===== config.mk =====
export PLATFORM = sky130hd
export DESIGN_NAME = multichannel_volume_control
export DESIGN_NICKNAME = d
export VERILOG_FILES = /design/src/mvc_pkg.sv /design/src/multichannel_volume_control.sv
export SDC_FILE = /design/constraint.sdc
export NUM_CORES = 2
export LEC_CHECK = 0
export CAP_MARGIN = 20
export CORE_MARGIN = 10
export CORE_UTILIZATION = 45
export DETAILED_ROUTE_END_ITERATION = 8
export DONT_BUFFER_PORTS = 1
export GPL_TIMING_DRIVEN = 1
export RECOVER_POWER = 50
export SLEW_MARGIN = 0
export SYNTH_ARGS = -nofsm -noshare
export SYNTH_HDL_FRONTEND = slang
export SYNTH_SLANG_ARGS = --single-unit

===== constraint.sdc =====
create_clock -name clk -period 10.5 [get_ports clk]
set_input_delay 1.05 -clock clk [delete_from_list [all_inputs] [get_ports clk]]
set_output_delay 1.05 -clock clk [all_outputs]
set_load 0.005 [all_outputs]

===== src/mvc_pkg.sv =====
// Types, constants and microcode ROM for the multichannel volume control.
// No dependencies; imported by multichannel_volume_control.
`timescale 1ns / 1ps
`default_nettype none

package mvc_pkg;

  // Field widths
  localparam int LEVEL_W   = 16;
  localparam int STEP_W    = 18;
  localparam int PCTREG_W  = 7;
  localparam int REG_BITS  = 9;   // width of the present and mask vectors
  localparam int CH_W      = 4;
  localparam int OP_W      = 3;
  localparam int CFG_IDX_W = 3;
  localparam int CNT_W     = 4;

  // Datapath widths
  localparam int SUM_W  = 21;
  localparam int DSUM_W = 22;
  localparam int DEN_W  = 20;
  localparam int DVS_W  = 21;     // divisor, twice the denominator
  localparam int NUM_W  = 29;
  localparam int MAG_W  = 28;
  localparam int PROD_W = 43;
  localparam int MA_W   = 25;
  localparam int MB_W   = 18;
  localparam int XOFF_W = 24;
  localparam int Q_W    = 17;
  localparam int QUO_W  = 16;

  // Arithmetic constants
  localparam int PCT_SCALE   = 100;
  localparam int STEP_HALF   = 50;
  localparam int STEP_BIAS   = 65536;             // keeps the page step dividend positive
  localparam int STEP_OFS    = PCT_SCALE * STEP_BIAS;
  localparam int RECIP       = 41943;             // floor(2^22 / 100)
  localparam int RECIP_SHIFT = 22;
  localparam int PCT_MIN_REG = 1;
  localparam int PCT_MAX_REG = 99;

  // Operation codes
  typedef enum logic [OP_W-1:0] {
    OP_SET_ALL    = 3'd0,
    OP_CHANGE_ALL = 3'd1,
    OP_SET_ONE    = 3'd2,
    OP_SET_SWITCH = 3'd3,
    OP_QUERY      = 3'd4
  } op_t;

  // Register indexes
  typedef enum logic [CFG_IDX_W-1:0] {
    REG_MIN     = 3'd0,
    REG_MAX     = 3'd1,
    REG_STEP    = 3'd2,
    REG_PRESENT = 3'd3
  } reg_idx_t;

  // Datapath actions, one per microcode step
  typedef enum logic [3:0] {
    U_INIT, U_UPD, U_ONE, U_SUM, U_CHAN, U_DIFF, U_NUM,
    U_NDEN, U_NORM, U_DSET, U_DIV, U_Q0, U_QFIX, U_FIN
  } uop_t;

  // Sequencing conditions
  typedef enum logic [2:0] {
    C_NEXT, C_NOT_BULK, C_CH_MORE, C_DIV_MORE, C_HOLD
  } cond_t;

  typedef logic [3:0] upc_t;

  typedef struct packed {
    uop_t  uop;
    cond_t cond;
    upc_t  target;
  } uword_t;

  // Jump targets
  localparam upc_t UA_UPD = 4'd1;
  localparam upc_t UA_ONE = 4'd2;
  localparam upc_t UA_SUM = 4'd3;
  localparam upc_t UA_DIV = 4'd10;

  // Microcode program
  function automatic uword_t ucode_rom(input upc_t a);
    uword_t w;
    unique case (a)
      4'd0:    w = uword_t'{U_INIT, C_NOT_BULK, UA_ONE};
      4'd1:    w = uword_t'{U_UPD,  C_CH_MORE,  UA_UPD};
      4'd2:    w = uword_t'{U_ONE,  C_NEXT,     UA_ONE};
      4'd3:    w = uword_t'{U_SUM,  C_CH_MORE,  UA_SUM};
      4'd4:    w = uword_t'{U_CHAN, C_NEXT,     UA_ONE};
      4'd5:    w = uword_t'{U_DIFF, C_NEXT,     UA_ONE};
      4'd6:    w = uword_t'{U_NUM,  C_NEXT,     UA_ONE};
      4'd7:    w = uword_t'{U_NDEN, C_NEXT,     UA_ONE};
      4'd8:    w = uword_t'{U_NORM, C_NEXT,     UA_ONE};
      4'd9:    w = uword_t'{U_DSET, C_NEXT,     UA_ONE};
      4'd10:   w = uword_t'{U_DIV,  C_DIV_MORE, UA_DIV};
      4'd11:   w = uword_t'{U_Q0,   C_NEXT,     UA_ONE};
      4'd12:   w = uword_t'{U_QFIX, C_NEXT,     UA_ONE};
      default: w = uword_t'{U_FIN,  C_HOLD,     UA_ONE};
    endcase
    return w;
  endfunction

endpackage

`default_nettype wire


===== src/multichannel_volume_control.sv =====
// Multichannel volume control: level store, microcoded sequencer and datapath.
// Depends on mvc_pkg.
`timescale 1ns / 1ps
`default_nettype none

// Keeps one signed 16-bit volume per channel and a switch flag. Each input
// transfer carries one operation (op in s_tuser); after it is applied one
// result transfer reports the chosen channel's level, that level gated by the
// switch, the rounded average percent over the masked present channels and
// the page step. One item is worked on at a time; how long it takes is set
// by the walks through the level store, one channel a cycle, twice for
// set-all and change-all and once for the other operations, and by the
// sixteen-step restoring divider for the percent. The next item is taken as
// soon as the result sits in the output register.
// Configuration writes are accepted at any time but must only be issued
// while no item is outstanding. No clearing pass follows reset.
module multichannel_volume_control
  import mvc_pkg::*;
#(
  parameter int NUM_CHANNELS = 9
) (
  input  wire logic        clk,
  input  wire logic        rst,
  // input items
  input  wire logic        s_tvalid,
  output logic             s_tready,
  input  wire logic [31:0] s_tdata,   // channel[3:0], level[19:4], go_down[20],
                                      // avg_mask[29:21], switch_value[30], zero[31]
  input  wire logic [2:0]  s_tuser,   // op[2:0]
  // results
  output logic             m_tvalid,
  input  wire logic        m_tready,
  output logic [71:0]      m_tdata,   // channel_level[15:0], shown_level[31:16],
                                      // avg_percent[47:32], page_step[65:48], zero[71:66]
  // configuration writes
  input  wire logic        cfg_valid,
  output logic             cfg_ready,
  input  wire logic [2:0]  cfg_index,
  input  wire logic [15:0] cfg_data
);

  localparam int IDX_W     = (NUM_CHANNELS > 1) ? $clog2(NUM_CHANNELS) : 1;
  localparam int LEV_DEPTH = 1 << IDX_W;
  localparam logic [IDX_W-1:0] IDX_LAST = IDX_W'(NUM_CHANNELS - 1);
  localparam logic [3:0] DIV_LAST = 4'(QUO_W - 1);

  // Sequencer and handshake state
  logic busy;
  upc_t upc;
  uword_t uw;

  // Configuration and stored state
  logic signed [LEVEL_W-1:0]  min_level;
  logic signed [LEVEL_W-1:0]  max_level;
  logic [PCTREG_W-1:0]        step_percent;
  logic [REG_BITS-1:0]        present_channels;
  logic                       switch_on;
  logic signed [LEVEL_W-1:0]  lev [LEV_DEPTH];

  // Latched item
  logic [OP_W-1:0]            op_r;
  logic [CH_W-1:0]            ch_r;
  logic signed [LEVEL_W-1:0]  level_r;
  logic                       down_r;
  logic [REG_BITS-1:0]        mask_r;
  logic                       swv_r;

  // Datapath registers
  logic [IDX_W-1:0]           idx;
  logic signed [LEVEL_W-1:0]  vclamp;
  logic signed [SUM_W-1:0]    sum;
  logic [CNT_W-1:0]           cnt;
  logic signed [LEVEL_W-1:0]  chl;
  logic signed [PROD_W-1:0]   prod;
  logic signed [DSUM_W-1:0]   dsum;
  logic [DEN_W-1:0]           den;
  logic signed [NUM_W-1:0]    n_r;
  logic                       neg;
  logic [MAG_W-1:0]           mag;
  logic [DVS_W-1:0]           divisor;
  logic [XOFF_W-1:0]          xoff;
  logic                       ovf;
  logic [DVS_W-1:0]           rem;
  logic [QUO_W-1:0]           quo;
  logic [3:0]                 dcnt;
  logic [Q_W-1:0]             q0;
  logic [Q_W-1:0]             stepq;

  // Combinational nets
  logic [LEV_DEPTH-1:0]       present_vec;
  logic [LEV_DEPTH-1:0]       mask_vec;
  logic [LEV_DEPTH-1:0]       cfg_pres_vec;
  logic                       ch_ok;
  logic [IDX_W-1:0]           ch_idx;
  logic [IDX_W-1:0]           rd_addr;
  logic signed [LEVEL_W-1:0]  lev_rd;
  logic signed [LEVEL_W:0]    clamp_in;
  logic signed [LEVEL_W-1:0]  clamp_out;
  logic                       is_bulk;
  logic                       idx_last;
  logic [CNT_W-1:0]           cnt_eff;
  logic signed [LEVEL_W:0]    diff;
  logic signed [LEVEL_W+1:0]  span;
  logic signed [MA_W-1:0]     ma;
  logic signed [MB_W-1:0]     mb;
  logic signed [NUM_W-1:0]    n_val;
  logic signed [PROD_W-1:0]   xoff_calc;
  logic [DVS_W:0]             dtrial;
  logic [DVS_W:0]             dsub;
  logic                       dge;
  logic [XOFF_W-1:0]          hq;
  logic [XOFF_W-1:0]          rq;
  logic                       flat;
  logic [QUO_W:0]             pm;
  logic signed [LEVEL_W-1:0]  pct;
  logic signed [STEP_W-1:0]   st0;
  logic signed [STEP_W-1:0]   st1;
  logic signed [STEP_W-1:0]   stv;
  logic signed [LEVEL_W-1:0]  shown;
  logic                       out_free;
  logic                       s_acc;
  logic                       cfg_acc;

  assign s_tready  = !busy;
  assign cfg_ready = 1'b1;
  assign s_acc     = s_tvalid && s_tready;
  assign cfg_acc   = cfg_valid && cfg_ready;
  assign out_free  = !m_tvalid || m_tready;
  assign uw        = ucode_rom(upc);

  // Present and mask bits per store entry; entries past the channel count or the register width are absent
  for (genvar g = 0; g < LEV_DEPTH; g++) begin : g_vec
    if (g < NUM_CHANNELS && g < REG_BITS) begin : g_real
      assign present_vec[g]  = present_channels[g];
      assign mask_vec[g]     = mask_r[g];
      assign cfg_pres_vec[g] = cfg_data[g];
    end else begin : g_absent
      assign present_vec[g]  = 1'b0;
      assign mask_vec[g]     = 1'b0;
      assign cfg_pres_vec[g] = 1'b0;
    end
  end

  // Level store read port and clamp unit
  assign ch_idx   = ch_r[IDX_W-1:0];
  assign ch_ok    = ({1'b0, ch_r} < 5'(NUM_CHANNELS)) && present_vec[ch_idx];
  assign rd_addr  = (uw.uop == U_CHAN) ? ch_idx : idx;
  assign lev_rd   = lev[rd_addr];
  assign is_bulk  = (op_r == OP_SET_ALL) || (op_r == OP_CHANGE_ALL);
  assign idx_last = (idx == IDX_LAST);
  assign cnt_eff  = (cnt == '0) ? CNT_W'(1) : cnt;

  always_comb begin
    if (uw.uop == U_INIT) begin
      clamp_in = (LEVEL_W+1)'(level_r);
    end else begin
      clamp_in = (LEVEL_W+1)'(lev_rd) + (LEVEL_W+1)'(level_r);
    end
    if (clamp_in < (LEVEL_W+1)'(min_level)) begin
      clamp_out = min_level;
    end else if (clamp_in < (LEVEL_W+1)'(max_level)) begin
      clamp_out = clamp_in[LEVEL_W-1:0];
    end else begin
      clamp_out = max_level;
    end
  end

  assign diff = (LEVEL_W+1)'(max_level) - (LEVEL_W+1)'(min_level);
  assign span = (LEVEL_W+2)'(diff) + (LEVEL_W+2)'(1);

  // Shared multiplier operand selection
  always_comb begin
    unique case (uw.uop)
      U_CHAN: begin
        ma = MA_W'(min_level);
        mb = MB_W'(cnt_eff);
      end
      U_DIFF: begin
        ma = MA_W'(diff);
        mb = MB_W'(cnt);
      end
      U_NUM: begin
        ma = MA_W'(dsum);
        mb = MB_W'(PCT_SCALE);
      end
      U_NDEN: begin
        ma = MA_W'(span);
        mb = MB_W'(step_percent);
      end
      U_DSET: begin
        ma = MA_W'(xoff);
        mb = MB_W'(RECIP);
      end
      default: begin
        ma = '0;
        mb = '0;
      end
    endcase
  end

  // Numerator 2*num+den, page step dividend offset, divider step
  assign n_val     = (NUM_W'($signed(prod[26:0])) <<< 1) + NUM_W'(den);
  assign xoff_calc = prod + PROD_W'(STEP_HALF + STEP_OFS);
  assign dtrial    = {rem, quo[QUO_W-1]};
  assign dge       = dtrial >= {1'b0, divisor};
  assign dsub      = dtrial - {1'b0, divisor};

  // Page step correction: remainder of the reciprocal estimate
  assign hq = (XOFF_W'(q0) << 6) + (XOFF_W'(q0) << 5) + (XOFF_W'(q0) << 2);
  assign rq = xoff - hq;

  // Result formatting
  assign flat = (max_level <= min_level);
  assign pm   = {1'b0, quo} + (QUO_W+1)'(rem != '0);

  always_comb begin
    if (flat) begin
      pct = '0;
    end else if (ovf) begin
      pct = neg ? $signed(16'h8000) : $signed(16'h7FFF);
    end else if (!neg) begin
      pct = quo[QUO_W-1] ? $signed(16'h7FFF) : $signed(quo);
    end else if (pm > (QUO_W+1)'(32768)) begin
      pct = $signed(16'h8000);
    end else begin
      pct = $signed(pm[LEVEL_W-1:0]);
      pct = -pct;
    end
  end

  assign st0   = $signed({1'b0, stepq}) - STEP_W'(STEP_BIAS);
  assign st1   = (st0 == '0) ? STEP_W'(1) : st0;
  assign stv   = down_r ? -st1 : st1;
  assign shown = switch_on ? chl : '0;

  // Control, configuration, level store and output register
  always_ff @(posedge clk) begin
    if (rst) begin
      busy             <= 1'b0;
      upc              <= '0;
      m_tvalid         <= 1'b0;
      min_level        <= '0;
      max_level        <= '0;
      step_percent     <= PCTREG_W'(5);
      present_channels <= '0;
      switch_on        <= 1'b1;
      for (int i = 0; i < LEV_DEPTH; i++) begin
        lev[i] <= '0;
      end
    end else begin
      // a result leaving while the next one loads keeps tvalid high
      if (m_tvalid && m_tready && !(busy && uw.cond == C_HOLD)) begin
        m_tvalid <= 1'b0;
      end

      // configuration writes
      if (cfg_acc) begin
        unique case (cfg_index)
          REG_MIN: min_level <= $signed(cfg_data);
          REG_MAX: max_level <= $signed(cfg_data);
          REG_STEP: begin
            if (cfg_data[PCTREG_W-1:0] >= PCTREG_W'(PCT_MIN_REG) &&
                cfg_data[PCTREG_W-1:0] <= PCTREG_W'(PCT_MAX_REG)) begin
              step_percent <= cfg_data[PCTREG_W-1:0];
            end
          end
          REG_PRESENT: begin
            present_channels <= cfg_data[REG_BITS-1:0];
            // a channel that leaves comes back at zero
            for (int i = 0; i < LEV_DEPTH; i++) begin
              if (!cfg_pres_vec[i]) begin
                lev[i] <= '0;
              end
            end
          end
          default: ;
        endcase
      end

      if (s_acc) begin
        busy <= 1'b1;
        upc  <= '0;
      end else if (busy) begin
        // sequencing
        unique case (uw.cond)
          C_NEXT:     upc <= upc + 4'd1;
          C_NOT_BULK: upc <= is_bulk ? upc + 4'd1 : uw.target;
          C_CH_MORE:  upc <= idx_last ? upc + 4'd1 : uw.target;
          C_DIV_MORE: upc <= (dcnt == DIV_LAST) ? upc + 4'd1 : uw.target;
          C_HOLD: begin
            if (out_free) begin
              busy     <= 1'b0;
              m_tvalid <= 1'b1;
              m_tdata  <= {6'b0, stv, pct, shown, chl};
            end
          end
          default: ;
        endcase

        // level store and switch updates
        if (uw.uop == U_UPD && present_vec[idx]) begin
          lev[idx] <= (op_r == OP_SET_ALL) ? vclamp : clamp_out;
        end
        if (uw.uop == U_ONE) begin
          if (op_r == OP_SET_ONE && ch_ok) begin
            lev[ch_idx] <= level_r;
          end
          if (op_r == OP_SET_SWITCH) begin
            switch_on <= swv_r;
          end
        end
      end
    end
  end

  // Datapath registers
  always_ff @(posedge clk) begin
    if (s_acc) begin
      op_r    <= s_tuser;
      ch_r    <= s_tdata[3:0];
      level_r <= $signed(s_tdata[19:4]);
      down_r  <= s_tdata[20];
      mask_r  <= s_tdata[29:21];
      swv_r   <= s_tdata[30];
    end
    if (busy) begin
      unique case (uw.uop)
        U_INIT: begin
          vclamp <= clamp_out;
          idx    <= '0;
          sum    <= '0;
          cnt    <= '0;
        end
        U_UPD: idx <= idx_last ? '0 : idx + IDX_W'(1);
        U_ONE: idx <= '0;
        U_SUM: begin
          if (present_vec[idx] && mask_vec[idx]) begin
            sum <= sum + SUM_W'(lev_rd);
            cnt <= cnt + CNT_W'(1);
          end
          idx <= idx_last ? '0 : idx + IDX_W'(1);
        end
        U_CHAN: begin
          chl  <= ch_ok ? lev_rd : '0;
          cnt  <= cnt_eff;
          prod <= ma * mb;
        end
        U_DIFF: begin
          dsum <= DSUM_W'(sum) - $signed(prod[DSUM_W-1:0]);
          prod <= ma * mb;
        end
        U_NUM: begin
          den  <= prod[DEN_W-1:0];
          prod <= ma * mb;
        end
        U_NDEN: begin
          n_r     <= n_val;
          divisor <= {den, 1'b0};
          prod    <= ma * mb;
        end
        U_NORM: begin
          neg  <= n_r[NUM_W-1];
          mag  <= n_r[NUM_W-1] ? MAG_W'(-n_r) : MAG_W'(n_r);
          xoff <= xoff_calc[XOFF_W-1:0];
        end
        U_DSET: begin
          ovf  <= {9'b0, mag} >= {divisor, 16'b0};
          rem  <= DVS_W'(mag[MAG_W-1:QUO_W]);
          quo  <= mag[QUO_W-1:0];
          dcnt <= '0;
          prod <= ma * mb;
        end
        U_DIV: begin
          rem  <= dge ? dsub[DVS_W-1:0] : dtrial[DVS_W-1:0];
          quo  <= {quo[QUO_W-2:0], dge};
          dcnt <= dcnt + 4'd1;
        end
        U_Q0:   q0 <= prod[RECIP_SHIFT+Q_W-1:RECIP_SHIFT];
        U_QFIX: stepq <= (rq >= XOFF_W'(PCT_SCALE)) ? q0 + Q_W'(1) : q0;
        default: ;
      endcase
    end
  end

  // An accepted item starts the program from its first step
  a_start: assert property (@(posedge clk) disable iff (rst)
    s_tvalid && s_tready |=> busy && upc == '0)
    else $error("item accepted without starting the sequencer");

  // The final step hands the result to a free output register and goes idle
  a_finish: assert property (@(posedge clk) disable iff (rst)
    busy && uw.cond == C_HOLD && out_free |=> m_tvalid && !busy)
    else $error("result not loaded at the end of the program");

  // Restoring divider keeps its partial remainder below the divisor
  a_div_rem: assert property (@(posedge clk) disable iff (rst)
    busy && uw.uop == U_DIV && !ovf && divisor != '0 |-> rem < divisor)
    else $error("divider remainder out of range");

  // Channel count for the average is never zero and never above the register width
  a_cnt: assert property (@(posedge clk) disable iff (rst)
    busy && uw.uop == U_FIN |-> cnt != '0 && cnt <= CNT_W'(REG_BITS))
    else $error("average channel count out of range");

endmodule

`default_nettype wire


==> metrics.txt <==
outcome complete, but fails checks; failing checks capacitance limit, slew limit; Final Skew 28.6 ps; largest fanout on the critical path 6; post-DP HPWL 106000 um; Power, Total 6950 uW; Clock Latency Late Sink 670 ps; Worst R2R End prod[38]; TritonRoute pass-1 iters 6; leakage power about 0.023 uW; area of the mapped netlist just over 50000 um2; Yosys Warn Count 0; clock sinks 740; Worst Hold End q0[7]; CP startpoint kind flip-flop; cell depth of the worst hold path 0; RSZ-0062 raised after global routing no; vias in the first global route between 30000 and 40000; register area share after synthesis roughly 42%; Power per Cell Area 124 nW/um2; root buf cell clkbuf_16; Remaining DRCs 0; GRT overflow 0; Hold Fails Final Rpt 0; Worst Max-Slew Pin Slew about 3100 ps; IO Count 134; Final ANT Viol Nets 0; number of CTS-inserted buffers 82; CTS tree done; pins over their slew limit around 270; DR vias/cell about 5.5; Initial Utilization ~45%; number of nets in the layout 5621; Detailed Route Iter0 Violations between 2000 and 3000; worst setup margin approximately 570 ps; CP arrival between 10000 and 15000 ps; Max transition margin -110%; initial antenna violation count 9; port bufs 0; peak supply drop 0.156 mV; FILL cells around 10000; DR vias roughly 36000; Cell Rows 123; die area between 100000 and 150000 um2; global-route wire length before repair between 200000 and 250000 um; CP required 10880 ps; pre-CTS WS roughly 650 ps; Post-synth EDFFs ~680; Hold Crit Start prod[29]; pin count of the biggest net entering global routing 73; reg2reg path depth 34; total track usage about 22%; Worst setup EP type flip-flop; die height between 300 and 400 um; area delta synth->final 9.74%; commonest non-fill, non-tap cell in the layout edfxtp_1; max_cap viols 7; crit share post-route a little over nine tenths; cell mode on critical path fa_1; CTS max path bufs 3; R2R Setup Slk approximately 570 ps; Mapped Cells 4788; Min-Delay Path Class flip-flop to flip-flop; register bit total from synthesis 740; cts hold-fix bufs 0; Avg WL per Cell 21.5 um; top_reg_cell synth edfxtp_1; H-Tree Depth 3; WL final 139000 um; layout cell share with drive strength beyond 1 ~6.7%; setup TNS 0 ps; Final min period 9930 ps; final hold slack 411 ps; R2R Path Start min_level[0]; post-synthesis async set-or-reset flop share 0%; crit-path max cell delay 620 ps; die width between 300 and 400 um; Core ar. around 110000 um2; post-synthesis cell type count 96; Fmax just over 0.1 GHz; crit path kind flip-flop to flip-flop; Slowest-stage cell, CP or4_4; Finish-stage setup viols 0; Mapped Avg Cell Area 10.7 um2; Clk pin slew, worst setup/hold paths 60 ps; most frequent cells in the layout 675 x edfxtp_1, 590 x inv_1, 469 x nand2_1; final RePlAce weighted congestion ~0.92
==> area by class of cell <==
cell class	instances	area [um2]	share of cell area, %
Timing Repair Buffer	86	621	1.10
Tap cell	1500	1880	3.34
Inverter	590	2210	3.94
Sequential cell	740	21600	38.3
Multi-Input combinational cell	3424	27400	48.7
Antenna cell	2	5.00	0.00890
Clock buffer	103	2200	3.92
Clock inverter	45	365	0.649
==> logic make-up (layout without fill, tap and decap cells) <==
group / count (synthesis) / in the layout / synth area share [%]
XOR/XNOR: 246 / 246 / 4.23
flip-flops: 740 / 740 / 42.1
other: 2 / 127 / 0.0147
buffers and inverters: 747 / 824 / 5.58
AO/OA/AOI/OAI: 856 / 856 / 10.9
multiplexers: 108 / 108 / 3.85
AND/OR/NAND/NOR: 1451 / 1451 / 13.4
adder cells (fa/ha/maj): 638 / 638 / 20.0
==> critical path: cells and delay by family (launching register included) <==
family,cells,cell delay [ps]
AOI/OAI and AO/OA,15,3380
buffers and inverters,5,250
adders and majority gates,9,4060
DFF,1,430
xor gates and xnor gates,2,260
and+or+nand+nor,3,1260
==> Yosys cell counts, types with 17 or more instances <==
| cell type | n | area, um2 |
|---|---|---|
| nor2_1 | 408 | 1530 |
| clkbuf_1 | 124 | 465 |
| dfxtp_1 | 65 | 1300 |
| a211oi_1 | 37 | 278 |
| o21ai_1 | 38 | 190 |
| nand2b_1 | 59 | 369 |
| a21o_1 | 70 | 526 |
| a221oi_1 | 19 | 166 |
| nand3_1 | 82 | 410 |
| and2_1 | 76 | 475 |
| o211ai_1 | 21 | 158 |
| o21ai_0 | 141 | 706 |
| and3_1 | 52 | 325 |
| nor2b_1 | 42 | 263 |
| o31ai_1 | 23 | 173 |
| o21bai_1 | 17 | 128 |
| inv_1 | 590 | 2210 |
| a31oi_1 | 37 | 231 |
| edfxtp_1 | 675 | 20300 |
| o21a_1 | 29 | 218 |
| or3_1 | 30 | 188 |
| nor3_1 | 88 | 440 |
| mux4_2 | 70 | 1580 |
| xnor2_1 | 180 | 1580 |
| nand4_1 | 38 | 238 |
| xor2_1 | 64 | 561 |
| nand2_1 | 469 | 1760 |
| buf_2 | 19 | 95.1 |
| ha_1 | 339 | 4240 |
| nor4_1 | 19 | 119 |
| fa_1 | 299 | 5990 |
| a21oi_1 | 259 | 1300 |
| mux2i_1 | 27 | 270 |
==> worst max-delay path by stage <==
stage	slack, ps	end	start
6_report	570	prod[38]	min_level[0]
5_1_grt	30	prod[38]	min_level[0]
4_1_cts	610	prod[38]	min_level[0]
3_5_place_dp	650	prod[38]	min_level[0]
3_3_place_gp	720	prod[38]	min_level[0]
2_1_floorplan	1430	prod[37]	min_level[0]
==> sequential cells by signal (all words and copies together) (netlist names), 22 cells and up <==
register	cells
mag	28
n_r	29
xoff	24
m_tdata	66
dsum	22
lev	256
prod	39
==> report_power, final <==
group	total, uW	internal [uW]	switching, uW
Clock	2790	1570	1220
Sequential	3350	3300	46.8
Combinational	805	299	506
Total	6950	5170	1780
==> per-layer routing <==
layer / up-vias / wire length [um] / global-route usage [%]
li1: 16900 / - / -
met1: 17500 / 62400 / 30.5
met2: 1074 / 63500 / 34.5
met3: 201 / 9870 / 3.80
met4: 0 / 3670 / 5.43
met5: - / 0 / 0
==> metrics by stage <==
stage               instances  instance area (um2)  utilization (%)
finish                   6490                56300             49.9
global route             6488                56200             49.9
CTS                      6482                56300             49.9
detailed placement       6334                53700             47.6
global placement         6333                53700             47.6
floorplan                4911                51700                -
==> repair_timing <==
action                                  CTS  global route
resized for setup                         0             1
setup buffers                             0             0
endpoints found under the setup margin    0             1
Power figures use the tool's default switching activity.
